<file path="config.mk">
export PLATFORM = sky130hd
export DESIGN_NAME = rwcs_rows
export DESIGN_NICKNAME = d
export VERILOG_FILES = /design/src/sv/rwcs_pkg.sv /design/src/sv/rwcs_rows.sv
export SDC_FILE = /design/constraint.sdc
export NUM_CORES = 1
export LEC_CHECK = 0
export BUFFER_PORTS_ARGS = -buffer_cell sky130_fd_sc_hd__buf_2
export CAP_MARGIN = 20
export CORE_MARGIN = 1.5
export CORE_UTILIZATION = 54
export DETAILED_ROUTE_END_ITERATION = 16
export GPL_TIMING_DRIVEN = 0
export PLACE_DENSITY = 0.84
export SYNTH_ARGS = -nofsm -noshare
export SYNTH_HDL_FRONTEND = slang
export SYNTH_SLANG_ARGS = --single-unit
</file>
<file path="constraint.sdc">
create_clock -name clk -period 3.2 [get_ports clk]
set_input_delay 0.32 -clock clk [delete_from_list [all_inputs] [get_ports clk]]
set_output_delay 0.32 -clock clk [all_outputs]
set_load 0.02 [all_outputs]
</file>
<file path="src/sv/rwcs_pkg.sv">
package rwcs_pkg;

  // Defaults for the top-level parameters.
  localparam int SCREEN_HEIGHT_DEF = 512;
  localparam int FRACTION_BITS_DEF = 16;

  // Field widths.
  localparam int DIST_W = 24;
  localparam int DIR_W  = 20;
  localparam int POS_W  = 24;
  localparam int TEX_W  = 11;
  localparam int ROW_W  = 12;
  localparam int FACE_W = 2;
  localparam int COL_W  = 10;
  localparam int STEP_W = 26;
  // Row offset is held saturated at one above the largest step value.
  localparam int OFS_W  = STEP_W + 1;

  localparam logic [TEX_W-1:0]  TEX_RESET = 11'd64;
  localparam logic [STEP_W-1:0] STEP_MAX  = '1;

  // Wall face codes.
  localparam logic [FACE_W-1:0] FACE_EAST  = 2'd0;
  localparam logic [FACE_W-1:0] FACE_WEST  = 2'd1;
  localparam logic [FACE_W-1:0] FACE_SOUTH = 2'd2;
  localparam logic [FACE_W-1:0] FACE_NORTH = 2'd3;

  // Configuration register indexes.
  localparam logic CFG_TEXTURE_WIDTH  = 1'b0;
  localparam logic CFG_TEXTURE_HEIGHT = 1'b1;

  // One finished column result.
  typedef struct packed {
    logic [ROW_W-1:0]  row_first;
    logic [ROW_W-1:0]  row_last;
    logic [FACE_W-1:0] face;
    logic [COL_W-1:0]  column;
    logic [STEP_W-1:0] step;
    logic [STEP_W-1:0] row_start;
  } col_item_t;

endpackage

</file>
<file path="src/sv/rwcs_rows.sv">
module rwcs_rows
  import rwcs_pkg::*;
#(
  parameter int SCREEN_HEIGHT = SCREEN_HEIGHT_DEF,
  parameter int HW            = 26
) (
  input  logic              clk,
  input  logic              rst_n,
  input  logic              en,
  input  logic              in_valid,
  input  logic [HW-1:0]     height,
  input  logic [FACE_W-1:0] face,
  input  logic [COL_W-1:0]  column,
  output logic              out_valid,
  output logic [HW-1:0]     out_height,
  output logic              out_height_zero,
  output logic [ROW_W-1:0]  out_row_first,
  output logic [ROW_W-1:0]  out_row_last,
  output logic [OFS_W-1:0]  out_offset,
  output logic [FACE_W-1:0] out_face,
  output logic [COL_W-1:0]  out_column
);

  localparam int HalfScreen = SCREEN_HEIGHT / 2;
  localparam int OxW        = (HW > OFS_W) ? HW : OFS_W;

  logic [HW-1:0]  half_h;
  logic           above;
  logic [HW:0]    sum;
  logic [HW-1:0]  diff;
  logic [OxW-1:0] diff_x;
  logic [ROW_W-1:0] first_c, last_c;
  logic [OFS_W-1:0] offset_c;

  // Slice rows around the screen centre and the clipped row offset.
  always_comb begin
    half_h   = height >> 1;
    above    = (half_h >= HW'(HalfScreen));
    sum      = {1'b0, half_h} + (HW + 1)'(HalfScreen);
    diff     = above ? (half_h - HW'(HalfScreen)) : '0;
    diff_x   = OxW'(diff);
    first_c  = above ? '0 : ROW_W'(HW'(HalfScreen) - half_h);
    last_c   = (sum >= (HW + 1)'(SCREEN_HEIGHT)) ? ROW_W'(SCREEN_HEIGHT - 1)
                                                  : ROW_W'(sum);
    offset_c = (diff_x > OxW'(STEP_MAX)) ? {1'b1, {STEP_W{1'b0}}}
                                         : OFS_W'(diff_x);
  end

  logic v_r;

  always_ff @(posedge clk) begin
    if (!rst_n) begin
      v_r <= 1'b0;
    end else if (en) begin
      v_r <= in_valid;
    end
  end

  always_ff @(posedge clk) begin
    if (en) begin
      out_height      <= height;
      out_height_zero <= (height == '0);
      out_row_first   <= first_c;
      out_row_last    <= last_c;
      out_offset      <= offset_c;
      out_face        <= face;
      out_column      <= column;
    end
  end

  assign out_valid = v_r;

endmodule

</file>
==> summary.md <==
| Metric | Value |
|---|---|
| Status | `complete, no violations` |
| Vias in the first global route | `2612` |
| Leakage power | `1.96 nW` |
| Async set or reset register ratio after synthesis | `0` |
| Total congestion overflow | `0` |
| Worst-margin pin slew | `0.960 ns` |
| Post-place setup slack | `0.391 ns` |
| Nets | `473` |
| Clock skew | `0 ns` |
| Yosys cell types | `43` |
| Placed cell area | `4710 um2` |
| DRT Pass-1 Iters | `4` |
| Final min period | `2.51 ns` |
| Final worst slack | `0.691 ns` |
| Critical path class | `input port to register` |
| Crit share post-route | `0.784` |
| Vias | `2786` |
| Seq cells post-synth | `90` |
| Die width | `87.9 um` |
| Inserted Clock Buffers | `9` |
| Clock Latency Late Sink | `0.35 ns` |
| H-tree levels | `3` |
| Final HPWL DP | `5990 um` |
| Post-Syn Instances | `280` |
| Initial antenna violation count | `0` |
| Share of cells above drive strength 1 | `0.392` |
| Slew Limit Headroom | `0.353` |
| Post-CTS Setup Inserts | `0` |
| GRT Total Usage | `0.213` |
| RSZ-0062 raised after global routing | `false` |
| Post-route DRC | `0` |
| CTS root buf | `clkbuf_8` |
| Post-Route WL | `8240 um` |
| IO Count | `133` |
| Port Buf Inserts | `131` |
| F_max | `0.399 GHz` |
| Gr busiest metal | `met2` |
| M1 GR Usage | `0.256` |
| CP Launch Type | `input port` |
| Setup TNS | `0 ns` |
| Die area | `7720 um2` |
| Grt met2 use | `0.356` |
| Max-cap check violation count | `0` |
| Layout Utilization | `0.713` |
| Final setup viols | `0` |
| GP Congestion | `0.849` |
| Worst min path class | `input port to register` |
| Post-synth EDFFs | `89` |
| Post-DRT Antenna Nets | `0` |
| CP arrival | `2.70 ns` |
| Largest net degree at the start of global routing | `63` |
| Peak supply drop | `0.000298 V` |
| Initial drt markers | `119` |
| Synthesis-to-layout area growth | `25.8%` |
| Most frequent cell after synthesis | `edfxtp_1` |
| Post-Syn Area | `3890 um2` |
| Vias per inst | `5.29` |
| Pwr Density | `508 nW/um2` |
| Initial Util | `0.566` |
| Final slew viol count | `0` |
| Met3 global-route usage | `0.0754` |
| Cell taking the most area after synthesis | `edfxtp_1` |
| Post-CTS Resized | `0` |
| Core area | `6870 um2` |
| Synth top area cells | `edfxtp_1 (69%), xnor2_1 (3.8%), nor2_1 (3.8%), ha_1 (1.6%), nand4_1 (1.6%)` |
| Synth top area share | `0.687` |
| Critical path required time | `3.39 ns` |
| CTS clk-pin slew, worst paths | `0.09 ns` |
| Hold Buf Count CTS | `0` |
| Final Cell Area | `4890 um2` |
| Num rows | `30` |
| Avg WL per Cell | `15.6 um` |
| Crit. End Element | `register` |
| Filler instances | `509` |
| Hold Fails Final Rpt | `0` |
| Synth cell count leaders | `edfxtp_1 (89), nor2_1 (39), xnor2_1 (17)` |
| CTS tree | `built` |
| Sequential fraction of the synthesis area | `0.692` |
| N_diodes | `0` |
| CTS Buffer Depth | `2` |
| Die Y-Extent | `87.9 um` |
| YS warnings | `0` |
| First-pass GRT wire length | `12200 um` |
| Syn Area/Cell | `13.9 um2` |
| Worst-path maximum fanout | `10` |
| Sink Count | `90` |
| Post-synth top flop | `edfxtp_1` |
## cells in the final DEF (no fill, tap or decap), types with 2 or more instances in the layout
cell type,instances
a21o_1,2
a21oi_1,3
a21oi_2,2
a31oi_1,2
and2_1,8
and3_1,3
and3_4,2
and4_1,3
buf_2,135
buf_4,4
buf_6,2
clkbuf_1,4
clkbuf_8,11
clkinv_2,2
conb_1,4
edfxtp_1,89
ha_1,5
inv_1,10
inv_6,2
nand2_1,10
nand3_1,6
nand4_1,10
nand4b_1,6
nor2_1,39
nor3_1,12
nor3b_1,2
nor4_1,3
o21ai_0,7
o31ai_1,4
or4_4,2
xnor2_1,17
xor2_1,4
## worst max-delay path: stages
cell     delay [ns]
buf_2          0.14
inv_1          0.16
ha_1           0.23
nor3b_1        0.47
nand3_1        0.23
nor2_1         0.32
nand3_1        0.33
buf_4          0.29
nor3b_1        0.21
## sequential cells by signal (all words and copies together) (netlist names)
signal,count
out_height,26
out_offset,26
out_row_first,12
out_row_last,12
out_column,10
out_face,2
out_height_zero,1
out_valid,1
## cell families after synthesis
kind of cell / synth area share
buffers and inverters: 0.0315
other: 0.000964
AND/OR/NAND/NOR: 0.165
XOR/XNOR: 0.0473
multiplexers: 0.00547
AO/OA/AOI/OAI: 0.0415
flip-flops: 0.692
adder cells (fa/ha/maj): 0.0161
## power by group
| group | switching (mW) | total (mW) | leakage (nW) | internal [mW] |
|---|---|---|---|---|
| Clock | 0.397 | 0.726 | 0.100 | 0.329 |
| Combinational | 0.240 | 0.354 | 0.980 | 0.114 |
| Sequential | 0.0202 | 1.41 | 0.878 | 1.39 |
| Total | 0.657 | 2.49 | 1.96 | 1.83 |
## per-stage QoR
stage               hold WS, ns  cells  total power, mW
finish                    0.129    527             2.49
CTS                       0.122    527             2.50
global placement          0.492    510             1.77
floorplan                 0.419    283             1.62
global route              0.110    527             2.57
detailed placement        0.498    511             1.79
## metal layers
layer | vias up | part of all wire | wire length [um]
li1 | 1328 | - | -
met1 | 1319 | 0.41 | 3400
met2 | 127 | 0.49 | 4050
met3 | 12 | 0.085 | 704
met4 | 0 | 0.011 | 87
met5 | - | 0 | 0
## cell type report
class	count	area, um2	share of cell area
clock inverters	5	36.3	0.00741
well taps	96	120	0.0245
multi-input cells	169	1090	0.222
repair buffers	132	686	0.140
clock buffers	11	151	0.0309
flip-flops and latches	90	2690	0.550
inverters	10	37.5	0.00767
plain buffers	14	85.1	0.0174
## final timing paths
| kind | slack (ns) | to | cells past startpoint | start |
|---|---|---|---|---|
| worst min register to register | 0.52 | out_valid | 2 | out_valid |
| worst max register to register | 2.62 | out_valid | 2 | out_valid |
| worst min-delay path | 0.13 | out_face[1] | 1 | face[1] |
| worst max-delay path | 0.69 | out_row_first[6] | 9 | height[10] |
(Power assumes the default switching activity.)
