--- config.mk ---
export PLATFORM = sky130hd
export DESIGN_NAME = rwcs_back
export DESIGN_NICKNAME = d
export VERILOG_FILES = /design/src/sv/rwcs_pkg.sv /design/src/sv/rwcs_back.sv
export SDC_FILE = /design/constraint.sdc
export NUM_CORES = 2
export LEC_CHECK = 0
export BUFFER_PORTS_ARGS = -buffer_cell sky130_fd_sc_hd__buf_2
export CORE_MARGIN = 4
export CORE_UTILIZATION = 43
export DETAILED_ROUTE_END_ITERATION = 6
export RECOVER_POWER = 25
export SKIP_CTS_REPAIR_TIMING = 1
export SLEW_MARGIN = 20
export SYNTH_ARGS = -nofsm -noshare
export SYNTH_HDL_FRONTEND = slang
export SYNTH_SLANG_ARGS = --single-unit
--- constraint.sdc ---
create_clock -name clk -period 15.1 [get_ports clk]
set_clock_uncertainty 0.15 [all_clocks]
set_input_delay 0.755 -clock clk [delete_from_list [all_inputs] [get_ports clk]]
set_output_delay 0.755 -clock clk [all_outputs]
set_load 0.01 [all_outputs]
--- src/sv/rwcs_pkg.sv ---
package rwcs_pkg;

  // Defaults for the top-level parameters.
  localparam int SCREEN_HEIGHT_DEF = 512;
  localparam int FRACTION_BITS_DEF = 16;

  // Field widths.
  localparam int DIST_W = 24;
  localparam int DIR_W  = 20;
  localparam int POS_W  = 24;
  localparam int TEX_W  = 11;
  localparam int ROW_W  = 12;
  localparam int FACE_W = 2;
  localparam int COL_W  = 10;
  localparam int STEP_W = 26;
  // Row offset is held saturated at one above the largest step value.
  localparam int OFS_W  = STEP_W + 1;

  localparam logic [TEX_W-1:0]  TEX_RESET = 11'd64;
  localparam logic [STEP_W-1:0] STEP_MAX  = '1;

  // Wall face codes.
  localparam logic [FACE_W-1:0] FACE_EAST  = 2'd0;
  localparam logic [FACE_W-1:0] FACE_WEST  = 2'd1;
  localparam logic [FACE_W-1:0] FACE_SOUTH = 2'd2;
  localparam logic [FACE_W-1:0] FACE_NORTH = 2'd3;

  // Configuration register indexes.
  localparam logic CFG_TEXTURE_WIDTH  = 1'b0;
  localparam logic CFG_TEXTURE_HEIGHT = 1'b1;

  // One finished column result.
  typedef struct packed {
    logic [ROW_W-1:0]  row_first;
    logic [ROW_W-1:0]  row_last;
    logic [FACE_W-1:0] face;
    logic [COL_W-1:0]  column;
    logic [STEP_W-1:0] step;
    logic [STEP_W-1:0] row_start;
  } col_item_t;

endpackage

--- src/sv/rwcs_back.sv ---
module rwcs_back
  import rwcs_pkg::*;
#(
  parameter int QW = 27
) (
  input  logic              clk,
  input  logic              rst_n,
  input  logic              en,
  input  logic              in_valid,
  input  logic [QW-1:0]     quo,
  input  logic              height_zero,
  input  logic [ROW_W-1:0]  row_first,
  input  logic [ROW_W-1:0]  row_last,
  input  logic [OFS_W-1:0]  offset,
  input  logic [FACE_W-1:0] face,
  input  logic [COL_W-1:0]  column,
  output logic              out_valid,
  output col_item_t         out_item
);

  localparam int QxW   = (QW > OFS_W) ? QW : OFS_W;
  localparam int ProdW = OFS_W + STEP_W;

  logic [QxW-1:0]    quo_x;
  logic [STEP_W-1:0] step_c;
  logic [ProdW-1:0]  prod_x;
  col_item_t         item3_c;

  logic              v1_r, v2_r, v3_r;
  logic [STEP_W-1:0] step1_r, step2_r;
  logic [OFS_W-1:0]  offset1_r;
  logic [ProdW-1:0]  prod2_r;
  col_item_t         item1_r, item2_r, item3_r;

  // Step saturation, zero line height gives the largest step.
  always_comb begin
    quo_x  = QxW'(quo);
    if (height_zero) begin
      step_c = STEP_MAX;
    end else if (quo_x > QxW'(STEP_MAX)) begin
      step_c = STEP_MAX;
    end else begin
      step_c = STEP_W'(quo_x);
    end
    prod_x = prod2_r;
    // Final word: step and saturated start row merged into the carried fields.
    item3_c           = item2_r;
    item3_c.step      = step2_r;
    item3_c.row_start = (prod_x > ProdW'(STEP_MAX)) ? STEP_MAX : STEP_W'(prod_x);
  end

  always_ff @(posedge clk) begin
    if (!rst_n) begin
      v1_r <= 1'b0;
      v2_r <= 1'b0;
      v3_r <= 1'b0;
    end else if (en) begin
      v1_r <= in_valid;
      v2_r <= v1_r;
      v3_r <= v2_r;
    end
  end

  // Step, then the start-row product, then its saturation.
  always_ff @(posedge clk) begin
    if (en) begin
      step1_r           <= step_c;
      offset1_r         <= offset;
      item1_r.row_first <= row_first;
      item1_r.row_last  <= row_last;
      item1_r.face      <= face;
      item1_r.column    <= column;
      item1_r.step      <= '0;
      item1_r.row_start <= '0;

      prod2_r           <= ProdW'(offset1_r) * ProdW'(step1_r);
      step2_r           <= step1_r;
      item2_r           <= item1_r;

      item3_r           <= item3_c;
    end
  end

  assign out_valid = v3_r;
  assign out_item  = item3_r;

endmodule

==> impl_metrics.env <==
export IMPL_outcome="complete, but fails checks"
export IMPL_failed_checks="max-capacitance violations, max-slew violations"
export IMPL_worstSetupStartpointType="flop"
export IMPL_die_h_um=282
export IMPL_numClockSinks=295
export IMPL_grt_use_met3=0.0243
export IMPL_via_per_inst=5.17
export IMPL_synth_fp_nets=3825
export IMPL_period_needed_ns=8.57
export IMPL_synth_warnings=0
export IMPL_min_from="row_last[4]"
export IMPL_grt_use_met1=0.259
export IMPL_setup_worst_path_start="step1_r[18]"
export IMPL_synth_top_flop_cell="edfxtp_1"
export IMPL_yosysTopAreaCell="fa_1"
export IMPL_drt_pass1_iter_count=5
export IMPL_seq_area_frac_synth=0.274
export IMPL_finalCritPeriodShare=0.567
export IMPL_place_gp_congestion=0.888
export IMPL_io_buffers=183
export IMPL_rows=100
export IMPL_endpoint_kind="flop"
export IMPL_netlist_area_mm2=0.0322
export IMPL_synth_async_reset_ratio=0
export IMPL_path_class="flop to flop"
export IMPL_synth_area_top_cells="fa_1 (37%), edfxtp_1 (27%), ha_1 (7.5%), and2_1 (7.4%), inv_1 (7.4%)"
export IMPL_drt_total_wl_um=79800
export IMPL_syn_area_per_cell_um2=10.9
export IMPL_syn_to_final_growth_pct=9.85
export IMPL_grt_pass1_vias=23600
export IMPL_critPathArrivalTime_ns=8.69
export IMPL_synth_top_area_frac=0.372
export IMPL_ys_ff_latch=295
export IMPL_antenna_found_initial=1
export IMPL_io_pins=184
export IMPL_dp_hpwl_um=59500
export IMPL_grt_usage=0.206
export IMPL_tightest_slew_ns=1.82
export IMPL_max_freq_ghz=0.117
export IMPL_cts_tree="done"
export IMPL_yosysMostFrequentCell="inv_1"
export IMPL_clock_latency_ns=0.55
export IMPL_slew_headroom=-0.212
export IMPL_synth_edf_count=292
export IMPL_grt_max_degree=87
export IMPL_synthTopCellsByCount="inv_1 (635), fa_1 (598), and2_1 (383), nand2_1 (354), edfxtp_1 (292)"
export IMPL_drc=0
export IMPL_reg2reg_from="step1_r[18]"
export IMPL_worstPathRequired_ns=15.23
export IMPL_dr_first_iter_drc_count=1201
export IMPL_clk_pin_slew_worst_paths_ns=0.06
export IMPL_grt_ovfl_total=0
export IMPL_wl_per_cell_um=19.6
export IMPL_start_util=0.433
export IMPL_vias=21000
export IMPL_finalSetupViolCount=0
export IMPL_postPlaceCellArea_mm2=0.0341
export IMPL_cap_violations=5
export IMPL_globalRouteMet2Util=0.366
export IMPL_synthDistinctLibCells=60
export IMPL_clockBufferDepth=3
export IMPL_clock_root_buffer="clkbuf_16"
export IMPL_rsz0062_at_grt="no"
export IMPL_nets=3960
export IMPL_drive_gt1_frac=0.0935
export IMPL_critical_path_max_fanout=28
export IMPL_core_area_mm2=0.0743
export IMPL_final_area_mm2=0.0353
export IMPL_min_delay_path_class="primary input to flop"
export IMPL_fillCellCount=6843
export IMPL_busiest_layer="met2"
export IMPL_fin_tns_setup_ns=0
export IMPL_drv_slew=145
export IMPL_die_width_um=282
export IMPL_htree_num_levels=2
export IMPL_syn_inst=2940
export IMPL_grt_pass1_wl_um=127000
export IMPL_cts_buffers=36
export IMPL_dieArea_mm2=0.0793
export IMPL_antenna_left=0
export IMPL_finalHoldViolations=0
==> registers in the layout, indices dropped and copies added, names as in the netlist <==
name / cells
step1_r: 26
offset1_r: 27
v1_r: 1
v2_r: 1
prod2_r: 53
out_item: 88
step2_r: 26
item2_r: 36
item1_r: 36
out_valid: 1
==> critical path, cell delays in order (launching register included) <==
cell	delay [ns]
edfxtp_1	0.32
clkbuf_1	1.30
nand2_1	0.20
fa_1	0.60
inv_1	0.05
fa_1	0.49
fa_1	0.47
fa_1	0.56
fa_1	0.44
fa_1	0.50
inv_1	0.05
fa_1	0.50
inv_1	0.05
ha_1	0.38
a21o_1	0.23
o21bai_1	0.20
a221oi_2	0.48
o2111ai_1	0.39
o21ai_0	0.45
o21ai_1	0.19
mux2i_1	0.18
nand4_1	0.11
==> worst paths after layout <==
kind	slack, ns	cells past startpoint	to
setup / recovery	6.53	21	prod2_r[52]
hold / removal	0.22	1	item1_r[68]
setup reg to reg	6.53	21	prod2_r[52]
hold reg to reg	0.26	0	item2_r[57]
==> cells in the final DEF (no fill, tap or decap), types with 4 or more instances in the layout <==
master     netlist  layout
clkbuf_1       129      14
inv_1          635     635
mux2i_1          4       4
buf_2            2     179
o21ai_0         28      28
nand4_1         11      11
nor3_1           6       6
xor2_1          14      14
nand2_1        354     354
nand3_1         10      10
nor4_1          11      11
ha_1           192     192
a31oi_1          8       8
o21bai_1        10      10
nor2b_1          5       5
edfxtp_1       292     292
o211ai_1         7       7
nor2_1          24      24
and3_1           6       6
or3_1           52      52
xnor2_1         31      31
a21oi_2          4       4
fa_1           598     598
clkinv_1         0       8
inv_6            0       5
buf_8            0      12
a21oi_1         47      47
a21o_1          21      21
clkbuf_16        0      36
and2_1         383     383
buf_4            0      33
==> per-stage QoR <==
stage | worst slack (ns) | hold WS (ns) | utilization | instances
after CTS | 6.78 | 0.175 | 0.473 | 4058
after detailed placement | 6.79 | 0.255 | 0.458 | 3995
after floorplan | 8.28 | 0.250 | - | 2940
final | 6.53 | 0.223 | 0.475 | 4071
after global placement | 6.91 | 0.251 | 0.458 | 3994
after global routing | 6.12 | 0.196 | 0.475 | 4069
==> metal layers <==
layer,vias up,part of all wire
met1,11000,0.39
met2,658,0.52
met3,197,0.054
li1,9215,-
met5,-,0
met4,0,0.039
==> area by class of cell <==
class | instances | area (um^2) | share of cell area
diodes | 2 | 5.00 | 0.000142
clock buffers | 42 | 923 | 0.0261
clock inverters | 21 | 184 | 0.00521
inverters | 635 | 2380 | 0.0675
multi-input cells | 1874 | 20400 | 0.578
flip-flops and latches | 295 | 8830 | 0.250
well taps | 969 | 1210 | 0.0343
repair buffers | 233 | 1380 | 0.0391
==> kinds of logic (layout without fill, tap and decap cells) <==
| logic type | Yosys count | count (layout) | share of synthesized area |
|---|---|---|---|
| multiplexers | 4 | 4 | 0.00124 |
| flip-flops | 295 | 295 | 0.274 |
| XOR/XNOR | 45 | 45 | 0.0123 |
| AND/OR/NAND/NOR | 873 | 873 | 0.140 |
| buffers and inverters | 771 | 931 | 0.0908 |
| other | 0 | 2 | 0 |
| adder cells (fa/ha/maj) | 790 | 790 | 0.447 |
| AO/OA/AOI/OAI | 162 | 162 | 0.0342 |
Power is not shown: default switching activity piles up to over one toggle a cycle in this logic, so the estimate is an artifact.
