File: src/sv/rwcs_pkg.sv
package rwcs_pkg;

  // Defaults for the top-level parameters.
  localparam int SCREEN_HEIGHT_DEF = 512;
  localparam int FRACTION_BITS_DEF = 16;

  // Field widths.
  localparam int DIST_W = 24;
  localparam int DIR_W  = 20;
  localparam int POS_W  = 24;
  localparam int TEX_W  = 11;
  localparam int ROW_W  = 12;
  localparam int FACE_W = 2;
  localparam int COL_W  = 10;
  localparam int STEP_W = 26;
  // Row offset is held saturated at one above the largest step value.
  localparam int OFS_W  = STEP_W + 1;

  localparam logic [TEX_W-1:0]  TEX_RESET = 11'd64;
  localparam logic [STEP_W-1:0] STEP_MAX  = '1;

  // Wall face codes.
  localparam logic [FACE_W-1:0] FACE_EAST  = 2'd0;
  localparam logic [FACE_W-1:0] FACE_WEST  = 2'd1;
  localparam logic [FACE_W-1:0] FACE_SOUTH = 2'd2;
  localparam logic [FACE_W-1:0] FACE_NORTH = 2'd3;

  // Configuration register indexes.
  localparam logic CFG_TEXTURE_WIDTH  = 1'b0;
  localparam logic CFG_TEXTURE_HEIGHT = 1'b1;

  // One finished column result.
  typedef struct packed {
    logic [ROW_W-1:0]  row_first;
    logic [ROW_W-1:0]  row_last;
    logic [FACE_W-1:0] face;
    logic [COL_W-1:0]  column;
    logic [STEP_W-1:0] step;
    logic [STEP_W-1:0] row_start;
  } col_item_t;

endpackage

File: src/sv/rwcs_div.sv
module rwcs_div
  import rwcs_pkg::*;
#(
  parameter int NUMW = 26,
  parameter int DENW = 24,
  parameter int PW   = 12
) (
  input  logic            clk,
  input  logic            rst_n,
  input  logic            en,
  input  logic            in_valid,
  input  logic [NUMW-1:0] num,
  input  logic [DENW-1:0] den,
  input  logic [PW-1:0]   pay,
  output logic            out_valid,
  output logic [NUMW-1:0] quo,
  output logic [PW-1:0]   out_pay
);

  // Restoring division, one quotient bit per stage.
  logic            v_r   [NUMW];
  logic [DENW-1:0] rem_r [NUMW];
  logic [NUMW-1:0] num_r [NUMW];
  logic [NUMW-1:0] quo_r [NUMW];
  logic [DENW-1:0] den_r [NUMW];
  logic [PW-1:0]   pay_r [NUMW];

  for (genvar k = 0; k < NUMW; k++) begin : g_stage
    logic            v_i;
    logic [DENW-1:0] rem_i;
    logic [NUMW-1:0] num_i;
    logic [NUMW-1:0] quo_i;
    logic [DENW-1:0] den_i;
    logic [PW-1:0]   pay_i;
    logic [DENW:0]   trial;
    logic [DENW:0]   diff;
    logic            ge;

    if (k == 0) begin : g_first
      assign v_i   = in_valid;
      assign rem_i = '0;
      assign num_i = num;
      assign quo_i = '0;
      assign den_i = den;
      assign pay_i = pay;
    end else begin : g_next
      assign v_i   = v_r[k-1];
      assign rem_i = rem_r[k-1];
      assign num_i = num_r[k-1];
      assign quo_i = quo_r[k-1];
      assign den_i = den_r[k-1];
      assign pay_i = pay_r[k-1];
    end

    // Shift in the next dividend bit and try a subtraction.
    always_comb begin
      trial = {rem_i, num_i[NUMW-1]};
      diff  = trial - {1'b0, den_i};
      ge    = (trial >= {1'b0, den_i});
    end

    always_ff @(posedge clk) begin
      if (!rst_n) begin
        v_r[k] <= 1'b0;
      end else if (en) begin
        v_r[k] <= v_i;
      end
    end

    always_ff @(posedge clk) begin
      if (en) begin
        rem_r[k] <= ge ? diff[DENW-1:0] : trial[DENW-1:0];
        num_r[k] <= num_i << 1;
        quo_r[k] <= {quo_i[NUMW-2:0], ge};
        den_r[k] <= den_i;
        pay_r[k] <= pay_i;
      end
    end
  end

  assign out_valid = v_r[NUMW-1];
  assign quo       = quo_r[NUMW-1];
  assign out_pay   = pay_r[NUMW-1];

endmodule

File: config.mk
export PLATFORM = sky130hd
export DESIGN_NAME = rwcs_div
export DESIGN_NICKNAME = d
export VERILOG_FILES = /design/src/sv/rwcs_pkg.sv /design/src/sv/rwcs_div.sv
export SDC_FILE = /design/constraint.sdc
export NUM_CORES = 2
export LEC_CHECK = 0
export BUFFER_PORTS_ARGS = -buffer_cell sky130_fd_sc_hd__buf_2
export CORE_ASPECT_RATIO = 2
export CORE_UTILIZATION = 50
export CTS_CLUSTER_SIZE = 8
export DETAILED_ROUTE_END_ITERATION = 8
export GPL_TIMING_DRIVEN = 0
export PLACE_DENSITY = 0.62
export SYNTH_ARGS = -nofsm -noshare
export SYNTH_HDL_FRONTEND = slang
export SYNTH_SLANG_ARGS = --single-unit
File: constraint.sdc
create_clock -name clk -period 4.5 [get_ports clk]
set_input_delay 0.9 -clock clk [delete_from_list [all_inputs] [get_ports clk]]
set_output_delay 0.9 -clock clk [all_outputs]
set_load 0.02 [all_outputs]
==> flow_summary_export.csv <==
group,metric,value,unit
status,run_status,"complete, but fails checks",
status,violations,"negative setup slack",
synthesis,async_flop_share,0,
cells_and_area,drive_gt1_frac,0.117,
global_route,grt_usage,0.256,
synthesis,synthCells,7554,
cells_and_area,nNetsFinal,8710,
route,drt_iter0_drc,3007,
critical_path,endpoint_kind,"flop",
sta,finalMaxSlewViolations,0,
clocking,path_clk_slew,0.05,ns
synthesis,synth_top_area_frac,0.645,
synthesis,synthFlopType,"edfxtp_1",
placement,globalplace.congestion,1.01,
sta,clock_skew,0.0656,ns
critical_path,crit_type,"flop to flop",
clocking,cts_max_level,5,
clocking,clkLatencyLatePin,0.87,ns
clocking,clock_path_buffers,4,
clocking,numCtsBuffers,318,
placement,io_buffers,104,
synthesis,seq_area_frac_synth,0.646,
critical_path,required,5.10,ns
pwr,intPower,54.7,mW
pwr,p_leak,45.9,nW
synthesis,synthesis.nets,8246,
die,rows,235,
synthesis,synth_seq_cells,2214,
critical_path,cp_slowest_cell,"nor3b_1",
die,start_util,0.503,
clocking,cts_sinks,2214,
pwr,p_sw_frac,0.362,
pwr,total_power,85.7,mW
synthesis,synth_top_area_cell,"edfxtp_1",
sta,worstMarginPinSlew,1.40,ns
cells_and_area,final-seq-area,66500,sq um
cells_and_area,multi_input_area,33600,sq um
sta,finalSetupViolCount,2,
critical_path,cp-start-kind,"flop",
sta,period_share,1.01,
job,max_cap_viol_count,0,
global_route,grt_pass1_vias,67100,
synthesis,synth_area_per_cell,13.6,sq um
die,pin_count,105,
global_route,antenna_found_initial,5,
min_path,hp-class,"input port to flop",
die,die_width,323,microns
cells_and_area,fillers,16400,
pwr,clkPwrFrac,0.245,
route,wl,267,mm
pwr,seqPwrFrac,0.354,
clocking,postCtsHoldBufs,0,
route,drc,0,
sta,finalSetupTns,-0.0234,ns
route,vias_per_cell,5.69,
sta,period_minus_slack,4.52,ns
synthesis,syn_area,103000,sq um
route,num_vias,61400,
die,die_h,644,microns
die,coreArea,205000,sq um
synthesis,ys_warn_count,0,
global_route,grt_max_degree,185,
sta,slew-limit-headroom,0.0580,
global_route,grt_pass1_wl,384,mm
die,design.die.area,208000,sq um
synthesis,synth-edff-count,2213,
pwr,p_switching,31.0,mW
route,route.detailed.wl_per_inst,24.7,microns
sta,max_freq,221,MHz
synthesis,synth_cell_types,90,
route,drt_pass1_iterations,8,
placement,dpl_worst_slack,-2.29,ns
route,ant_nets,0,
critical_path,arrival,5.13,ns
pwr,p_per_area,735,nW/um^2
critical_path,critPathMaxFanout,5,
sta,hold_viol_final,0,
placement,place_hpwl,202,mm
clocking,cts_root_buf,"clkbuf_16",
cells_and_area,finalNonFillerCells,10800,
clocking,cts_tree,"yes",
critical_path,cp_num_buf_inv,0,
sta,final.setup.worst_slack,-0.0231,ns
critical_path,path_delay_family,"simple AND/OR/NAND/NOR gates",
cells_and_area,finalCoreUtilization,0.570,
pwr,combPwrFrac,0.401,
critical_path,crit_path_max_incr_delay,0.76,ns
cells_and_area,area_growth,13.3,%
pwr,peakVddDrop,0.406,mV
synthesis,synthTopCellsByArea,"edfxtp_1 65%, ha_1 7.3%, mux2_2 3.0%",
sta,rsz0062_at_grt,"false",
placement,placed_cells,10400,
critical_path,path_cells,"ha_1 > and3_1 > nor3b_1 > nand3_1 > a211oi_2 > a311oi_1 > nor4b_1 > o31ai_1 > a21oi_1 > xnor2_1 > mux2_2",
global_route,grt_overflow,0,
power groups by stage:
stage | clock [mW] | combinational (mW) | sequential [mW]
global placement | 0 | 32.4 | 32.0
floorplan | 0 | 22.2 | 30.0
global route | 22.2 | 36.7 | 30.7
CTS | 21.4 | 34.1 | 30.3
finish | 21.0 | 34.4 | 30.4
detailed placement | 0 | 33.2 | 30.7
final timing paths:
kind / to / slack [ns] / cells past startpoint / start
max reg2reg: rem_r[9][46]$_DFFE_PP_ / -0.02 / 11 / rem_r[9][10]$_DFFE_PP_
min: num_r[0][9]$_DFFE_PP_ / 0.21 / 1 / num[9]
max: rem_r[9][46]$_DFFE_PP_ / -0.02 / 11 / rem_r[9][10]$_DFFE_PP_
min reg2reg: quo_r[3][27]$_DFFE_PP_ / 0.38 / 0 / quo_r[3][0]$_DFFE_PP_
per-stage QoR:
stage	hold WS [ns]	instance area, sq um
floorplan	0.400	103000
global placement	0.400	107000
detailed placement	0.405	107000
CTS	0.141	117000
global route	0.165	117000
finish	0.211	117000
placed cells by master (no fill, tap or decap), drive strengths merged, types with 24 or more instances in the layout:
master,n
edfxtp,2213
inv,758
ha,602
a21oi,511
clkbuf,413
o21ai,396
nor2,384
nand2,355
mux2,309
xnor2,271
a21o,246
xor2,195
buf,189
nor2b,95
o21a,94
nand3,92
nand4,88
nor3,73
and3,70
o21bai,65
nand2b,64
a31oi,53
mux2i,40
o31ai,40
a211oi,34
a21boi,33
o31a,29
or3,26
fa,24
per-layer routing:
layer / up-vias / part of all wire / track usage
li1: 28900 / - / -
met1: 29900 / 0.22 / 0.140
met2: 1541 / 0.60 / 0.533
met3: 1047 / 0.030 / 0.0379
met4: 2 / 0.15 / 0.339
met5: - / 0.000049 / 0
registers in the layout, summed over array words and instances (netlist names):
| signal | cells |
|---|---|
| quo_r | 351 |
| rem_r | 600 |
| v_r | 26 |
| num_r | 325 |
| pay_r | 312 |
| den_r | 600 |
worst reg2reg max path, stage by stage, from the launching register on:
cell	delay, ns
edfxtp_1	0.40
ha_1	0.38
and3_1	0.27
nor3b_1	0.76
nand3_1	0.47
a211oi_2	0.59
a311oi_1	0.24
nor4b_1	0.26
o31ai_1	0.33
a21oi_1	0.15
xnor2_1	0.14
mux2_2	0.27
cell usage after synthesis (all sizes together), types with 95 or more instances:
cell type  count
a21oi        511
xor2         195
xnor2        271
mux2         309
nor2         384
inv          749
nor2b         95
a21o         246
edfxtp      2213
nand2        355
ha           602
o21ai        396
cell type report:
type / instances / area share
clock inverters: 18 / 0.00223
clock buffers: 334 / 0.0697
diodes: 7 / 0.000150
plain buffers: 126 / 0.00565
multi-input cells: 4463 / 0.288
inverters: 749 / 0.0241
repair buffers: 146 / 0.0114
well taps: 2725 / 0.0292
flip-flops and latches: 2214 / 0.570
what timing repair did:
action / CTS / global route
hold endpoints to repair: 0 / 0
gates resized for setup: 115 / 17
endpoints found under the setup margin: 720 / 116
buffers inserted: 18 / 4
gates cloned: 4 / 0
pin swaps: 9 / 4
cells by family (layout without fill, tap and decap cells):
logic type | after synthesis | after routing | synth area share
buf+inv | 877 | 1373 | 0.0328
other cells | 0 | 7 | 0
simple gates | 1347 | 1347 | 0.0631
fa+ha+maj | 626 | 626 | 0.0778
xor+xnor | 466 | 466 | 0.0396
mux | 349 | 349 | 0.0377
compound gates | 1675 | 1675 | 0.103
flops | 2214 | 2214 | 0.646
(Power assumes the default switching activity.)
