**src/sv/rwcs_pkg.sv**
```systemverilog
package rwcs_pkg;

  // Defaults for the top-level parameters.
  localparam int SCREEN_HEIGHT_DEF = 512;
  localparam int FRACTION_BITS_DEF = 16;

  // Field widths.
  localparam int DIST_W = 24;
  localparam int DIR_W  = 20;
  localparam int POS_W  = 24;
  localparam int TEX_W  = 11;
  localparam int ROW_W  = 12;
  localparam int FACE_W = 2;
  localparam int COL_W  = 10;
  localparam int STEP_W = 26;
  // Row offset is held saturated at one above the largest step value.
  localparam int OFS_W  = STEP_W + 1;

  localparam logic [TEX_W-1:0]  TEX_RESET = 11'd64;
  localparam logic [STEP_W-1:0] STEP_MAX  = '1;

  // Wall face codes.
  localparam logic [FACE_W-1:0] FACE_EAST  = 2'd0;
  localparam logic [FACE_W-1:0] FACE_WEST  = 2'd1;
  localparam logic [FACE_W-1:0] FACE_SOUTH = 2'd2;
  localparam logic [FACE_W-1:0] FACE_NORTH = 2'd3;

  // Configuration register indexes.
  localparam logic CFG_TEXTURE_WIDTH  = 1'b0;
  localparam logic CFG_TEXTURE_HEIGHT = 1'b1;

  // One finished column result.
  typedef struct packed {
    logic [ROW_W-1:0]  row_first;
    logic [ROW_W-1:0]  row_last;
    logic [FACE_W-1:0] face;
    logic [COL_W-1:0]  column;
    logic [STEP_W-1:0] step;
    logic [STEP_W-1:0] row_start;
  } col_item_t;

endpackage

```
**src/sv/rwcs_front.sv**
```systemverilog
module rwcs_front
  import rwcs_pkg::*;
#(
  parameter int FRACTION_BITS = FRACTION_BITS_DEF
) (
  input  logic                     clk,
  input  logic                     rst_n,
  input  logic                     en,
  input  logic                     in_valid,
  input  logic [DIST_W-1:0]        wall_distance,
  input  logic                     wall_side,
  input  logic signed [DIR_W-1:0]  dir_x_in,
  input  logic signed [DIR_W-1:0]  dir_y_in,
  input  logic [POS_W-1:0]         player_x,
  input  logic [POS_W-1:0]         player_y,
  input  logic [TEX_W-1:0]         texture_width,
  output logic                     out_valid,
  output logic [DIST_W-1:0]        out_dist,
  output logic [FACE_W-1:0]        out_face,
  output logic [COL_W-1:0]         out_column
);

  localparam int MinRaw  = ((1 << FRACTION_BITS) + 5000) / 10000;
  localparam int MinDist = (MinRaw == 0) ? 1 : MinRaw;
  localparam int ProdW   = DIST_W + 1 + DIR_W;
  localparam int ExtW    = (2 * FRACTION_BITS > ProdW) ? 2 * FRACTION_BITS : ProdW;
  localparam int FpW     = FRACTION_BITS + TEX_W;

  // Stage A: distance floor, face and hit-axis selection.
  logic [DIST_W-1:0]        dist_c;
  logic signed [DIR_W-1:0]  dcomp_c;
  logic [POS_W-1:0]         base_c;
  logic [FACE_W-1:0]        face_c;
  logic                     mirror_c;

  always_comb begin
    dist_c = (wall_distance < DIST_W'(MinDist)) ? DIST_W'(MinDist) : wall_distance;
    if (wall_side == 1'b0) begin
      face_c   = (dir_x_in > 0) ? FACE_EAST : FACE_WEST;
      mirror_c = (dir_x_in > 0);
      dcomp_c  = dir_y_in;
      base_c   = player_y;
    end else begin
      face_c   = (dir_y_in > 0) ? FACE_SOUTH : FACE_NORTH;
      mirror_c = (dir_y_in < 0);
      dcomp_c  = dir_x_in;
      base_c   = player_x;
    end
  end

  logic                        va_r, vb_r, vc_r, vd_r;
  logic [DIST_W-1:0]           dist_a_r, dist_b_r, dist_c_r, dist_d_r;
  logic signed [DIR_W-1:0]     dcomp_a_r;
  logic [FRACTION_BITS-1:0]    base_a_r, base_b_r;
  logic [FACE_W-1:0]           face_a_r, face_b_r, face_c_r, face_d_r;
  logic                        mirror_a_r, mirror_b_r, mirror_c_r;
  logic signed [ProdW-1:0]     prod_b_r;
  logic [FpW-1:0]              fprod_c_r;
  logic [COL_W-1:0]            col_d_r;

  // Stage C inputs: hit fraction from the exact product.
  logic signed [ExtW-1:0]      prod_ext;
  logic [FRACTION_BITS-1:0]    frac;
  // Stage D inputs: texel column and its mirror.
  logic [TEX_W-1:0]            col_raw;
  logic [TEX_W-1:0]            col_sel;

  always_comb begin
    prod_ext = ExtW'(prod_b_r);
    frac     = base_b_r + prod_ext[2*FRACTION_BITS-1:FRACTION_BITS];
    col_raw  = fprod_c_r[FpW-1:FRACTION_BITS];
    col_sel  = mirror_c_r ? (texture_width - col_raw - 11'd1) : col_raw;
  end

  // Valid bits of the four stages.
  always_ff @(posedge clk) begin
    if (!rst_n) begin
      va_r <= 1'b0;
      vb_r <= 1'b0;
      vc_r <= 1'b0;
      vd_r <= 1'b0;
    end else if (en) begin
      va_r <= in_valid;
      vb_r <= va_r;
      vc_r <= vb_r;
      vd_r <= vc_r;
    end
  end

  // Data path of the four stages.
  always_ff @(posedge clk) begin
    if (en) begin
      dist_a_r   <= dist_c;
      dcomp_a_r  <= dcomp_c;
      base_a_r   <= base_c[FRACTION_BITS-1:0];
      face_a_r   <= face_c;
      mirror_a_r <= mirror_c;

      prod_b_r   <= $signed({1'b0, dist_a_r}) * dcomp_a_r;
      base_b_r   <= base_a_r;
      dist_b_r   <= dist_a_r;
      face_b_r   <= face_a_r;
      mirror_b_r <= mirror_a_r;

      fprod_c_r  <= FpW'(frac) * FpW'(texture_width);
      dist_c_r   <= dist_b_r;
      face_c_r   <= face_b_r;
      mirror_c_r <= mirror_b_r;

      col_d_r    <= col_sel[COL_W-1:0];
      dist_d_r   <= dist_c_r;
      face_d_r   <= face_c_r;
    end
  end

  assign out_valid  = vd_r;
  assign out_dist   = dist_d_r;
  assign out_face   = face_d_r;
  assign out_column = col_d_r;

endmodule

```
**config.mk**
```make
export PLATFORM = sky130hd
export DESIGN_NAME = rwcs_front
export DESIGN_NICKNAME = d
export VERILOG_FILES = /design/src/sv/rwcs_pkg.sv /design/src/sv/rwcs_front.sv
export SDC_FILE = /design/constraint.sdc
export NUM_CORES = 2
export LEC_CHECK = 0
export BUFFER_PORTS_ARGS = -buffer_cell sky130_fd_sc_hd__buf_2
export CORE_UTILIZATION = 40
export CTS_CLUSTER_DIAMETER = 100
export DETAILED_ROUTE_END_ITERATION = 7
export GPL_ROUTABILITY_DRIVEN = 0
export GPL_TIMING_DRIVEN = 0
export MAX_ROUTING_LAYER = met4
export PLACE_DENSITY = 0.68
export REMOVE_ABC_BUFFERS = 1
export SLEW_MARGIN = 0
export SYNTH_ARGS = -nofsm -noshare
export SYNTH_HDL_FRONTEND = slang
export SYNTH_SLANG_ARGS = --single-unit
```
**constraint.sdc**
```tcl
create_clock -name clk -period 19.82 [get_ports clk]
set_clock_uncertainty 0.2 [all_clocks]
set_input_delay 1.982 -clock clk [delete_from_list [all_inputs] [get_ports clk]]
set_output_delay 1.982 -clock clk [all_outputs]
set_load 0.05 [all_outputs]
```
==> flow_summary.toml <==
[run_status]
run_status = "finished clean"

[cts]
cts-resized-gates = 0
ctsRootBufferMaster = "sky130_fd_sc_hd__clkbuf_16"
cts_setup_buffers = 0
numClockSinks = 199
clock_insertion_delay_worst_skew_ns = 0.50
clock_path_buffers = 2
worst_setup_hold_path_clk_slew_ns = 0.08
ctsHoldBuffers = 0
tritoncts = "yes"
cts_htree_levels = 4
numCtsBuffers = 17

[die]
die_h_um = 255
core_area_um2 = 63100
die-area_um2 = 64900
num_rows = 92
start_util_pct = 40.5
floorplan.die.width_um = 255
design.portCount = 165

[hold_path]
hp-class = "reg2reg"

[worst_setup_path]
slowest_stage = "sky130_fd_sc_hd__xor2_1"
crit_required_ns = 19.85
worstSetupEndpointType = "flop"
worst_path_maximum_fanout = 11
arrival_ns = 8.18
criticalPathCategory = "reg2reg"
crit_family = "adder cells"
worst_setup_path_start_kind = "flop"
worst-path-buf-inv = 4
crit_path_frequent_cell = "sky130_fd_sc_hd__fa_1"
worst_path_largest_cell_delay_ns = 0.74

[placement]
place.detailed.hpwl_um = 43300
port_buffers = 148

[logic_synthesis]
synth_top_cell_area_share_pct = 35.6
yosysUniqueCellTypes = 61
synth_cells = 2457
ys_ff_latch = 199
yosys_warnings = 0
synthTopCellsByCount = "sky130_fd_sc_hd__inv_1 (543), sky130_fd_sc_hd__fa_1 (455), sky130_fd_sc_hd__and2_1 (318)"
ys.flop_type = "sky130_fd_sc_hd__edfxtp_1"
postSynth.asyncResetShare_pct = 0
synth_edf_count = 195
yosysSeqAreaShare_pct = 23.2
avgSynthCellArea_um2 = 10.4
synth.most_common_cell = "sky130_fd_sc_hd__inv_1"
netlist_top_cells_area = "sky130_fd_sc_hd__fa_1 (36%), sky130_fd_sc_hd__edfxtp_1 (23%), sky130_fd_sc_hd__ha_1 (9.5%), sky130_fd_sc_hd__inv_1 (8.0%), sky130_fd_sc_hd__and2_1 (7.8%)"
syn_area_um2 = 25600
synthDominantAreaCellType = "sky130_fd_sc_hd__fa_1"

[detailed_routing]
wl_per_cell_um = 17.2
drc_errors = 0
drt_first_iter_violations = 941
total_via_count_in_the_routed_design = 16649
antenna_violating_nets_post_route = 0
route.detailed.vias_per_inst = 4.95
detail_route.first_pass.iterations = 5
postRouteWirelength_um = 57800

[sta]
setup-tns-final_ns = 0
finalSetupViolCount = 0
final_max_slew_viol_count = 0
final.period_utilization_pct = 41.1
clock.fmax_mhz = 123
fin_crit_ns = 8.15
slew_headroom_pct = 11.8
rsz0062_at_grt = "no"
hold_viol = 0
tightestPinTransition_ns = 1.32

[finish]
nNetsFinal = 3279
post_route_cells_drive_above_1_share_pct = 9.26
antennaDiodeCount = 0
area_growth_pct = 7.73
final.fill_count = 6017

[global_route]
grt_start_max_net_pins = 114
grt_overflow_total = 0
first_global_vias = 18731
antenna_found_initial = 1
grtUsageTotal_pct = 19.7
wire_length_of_the_first_global_routing_pass_um = 95500

[job]
drv.max_cap_violation_count = 0
[logic make-up after synthesis]
family	Yosys count	share of synthesized area [%]
compound gates	126	3.38
fa+ha+maj	649	45.1
buf+inv	666	9.79
flops	199	23.2
mux	40	1.74
simple gates	704	14.2
xor+xnor	73	2.56
[sequential cells by signal (all words and copies together) (netlist names), 2 cells and up]
register / count
out_dist: 24
dist_a_r: 24
dist_b_r: 24
base_a_r: 16
base_b_r: 16
fprod_c_r: 10
out_face: 2
dcomp_a_r: 20
face_c_r: 2
face_b_r: 2
out_column: 10
dist_c_r: 24
prod_b_r: 16
face_a_r: 2
[path summary, 6_finish.rpt]
| kind | startpoint | end | slack [ns] | depth (start not counted) |
|---|---|---|---|---|
| worst min register to register | base_a_r[4]$_DFFE_PP_ | base_b_r[4]$_DFFE_PP_ | 0.22 | 0 |
| worst max-delay path | base_b_r[0]$_DFFE_PP_ | fprod_c_r[25]$_DFFE_PP_ | 11.67 | 30 |
| worst min-delay path | base_a_r[4]$_DFFE_PP_ | base_b_r[4]$_DFFE_PP_ | 0.22 | 0 |
| worst max register to register | base_b_r[0]$_DFFE_PP_ | fprod_c_r[25]$_DFFE_PP_ | 11.67 | 30 |
[cell type report]
class                   instances  area, um^2  share of cell area (%)
clock buffers                  17         425                    1.54
inverters                     543        2040                    7.40
flip-flops and latches        199        5940                    21.6
repair buffers                149         778                    2.83
multi-input cells            1592       17100                    62.2
clock inverters                15         178                   0.645
well taps                     846        1060                    3.84
[per-stage QoR]
step,worst slack [ns],hold WS [ns],std cells,cell area (um^2),util (%)
floorplan,12.96,0.200,2334,25100,-
global placement,11.79,0.201,3328,26900,42.6
detailed placement,11.68,0.205,3329,26900,42.7
CTS,11.65,0.221,3361,27500,43.7
global route,11.22,0.225,3361,27500,43.7
finish,11.67,0.219,3361,27500,43.7
[cell usage in the layout, fill, tap and decap left out, drive strengths merged, types with 4 or more instances in the layout]
cell,Yosys,layout
edfxtp,195,195
nor2b,13,13
nor4,13,13
dfxtp,4,4
nand3,4,4
and2,318,318
buf,3,149
nand4,9,9
xor2,18,18
nor3,7,7
and3,4,4
mux2i,4,4
mux2,36,36
or2,4,4
a211oi,7,7
a21o,12,12
o21bai,6,6
nand2b,12,12
clkinv,0,5
clkbuf,120,17
xnor2,54,54
nor2,37,37
o21a,7,7
a21oi,37,37
o21ai,26,26
nand2,276,276
ha,194,194
inv,543,551
fa,455,455
[metal layers]
layer,wire length (um),up-vias,track usage (%)
met4,1530,0,7.00
met3,3450,116,3.02
met2,29100,535,33.9
li1,-,7521,-
met1,23800,8477,23.5
met5,0,-,-
[worst reg2reg max path: cells and delay by family, from the launching register on]
family / cells / cell delay (ns)
DFF: 1 / 0.38
and+or+nand+nor: 6 / 0.83
xor gates and xnor gates: 2 / 0.93
adders and majority gates: 8 / 3.11
buffers and inverters: 4 / 0.21
AOI/OAI and AO/OA: 10 / 2.25
Power is not shown: default switching activity piles up to over one toggle a cycle in this logic, so the estimate is an artifact.
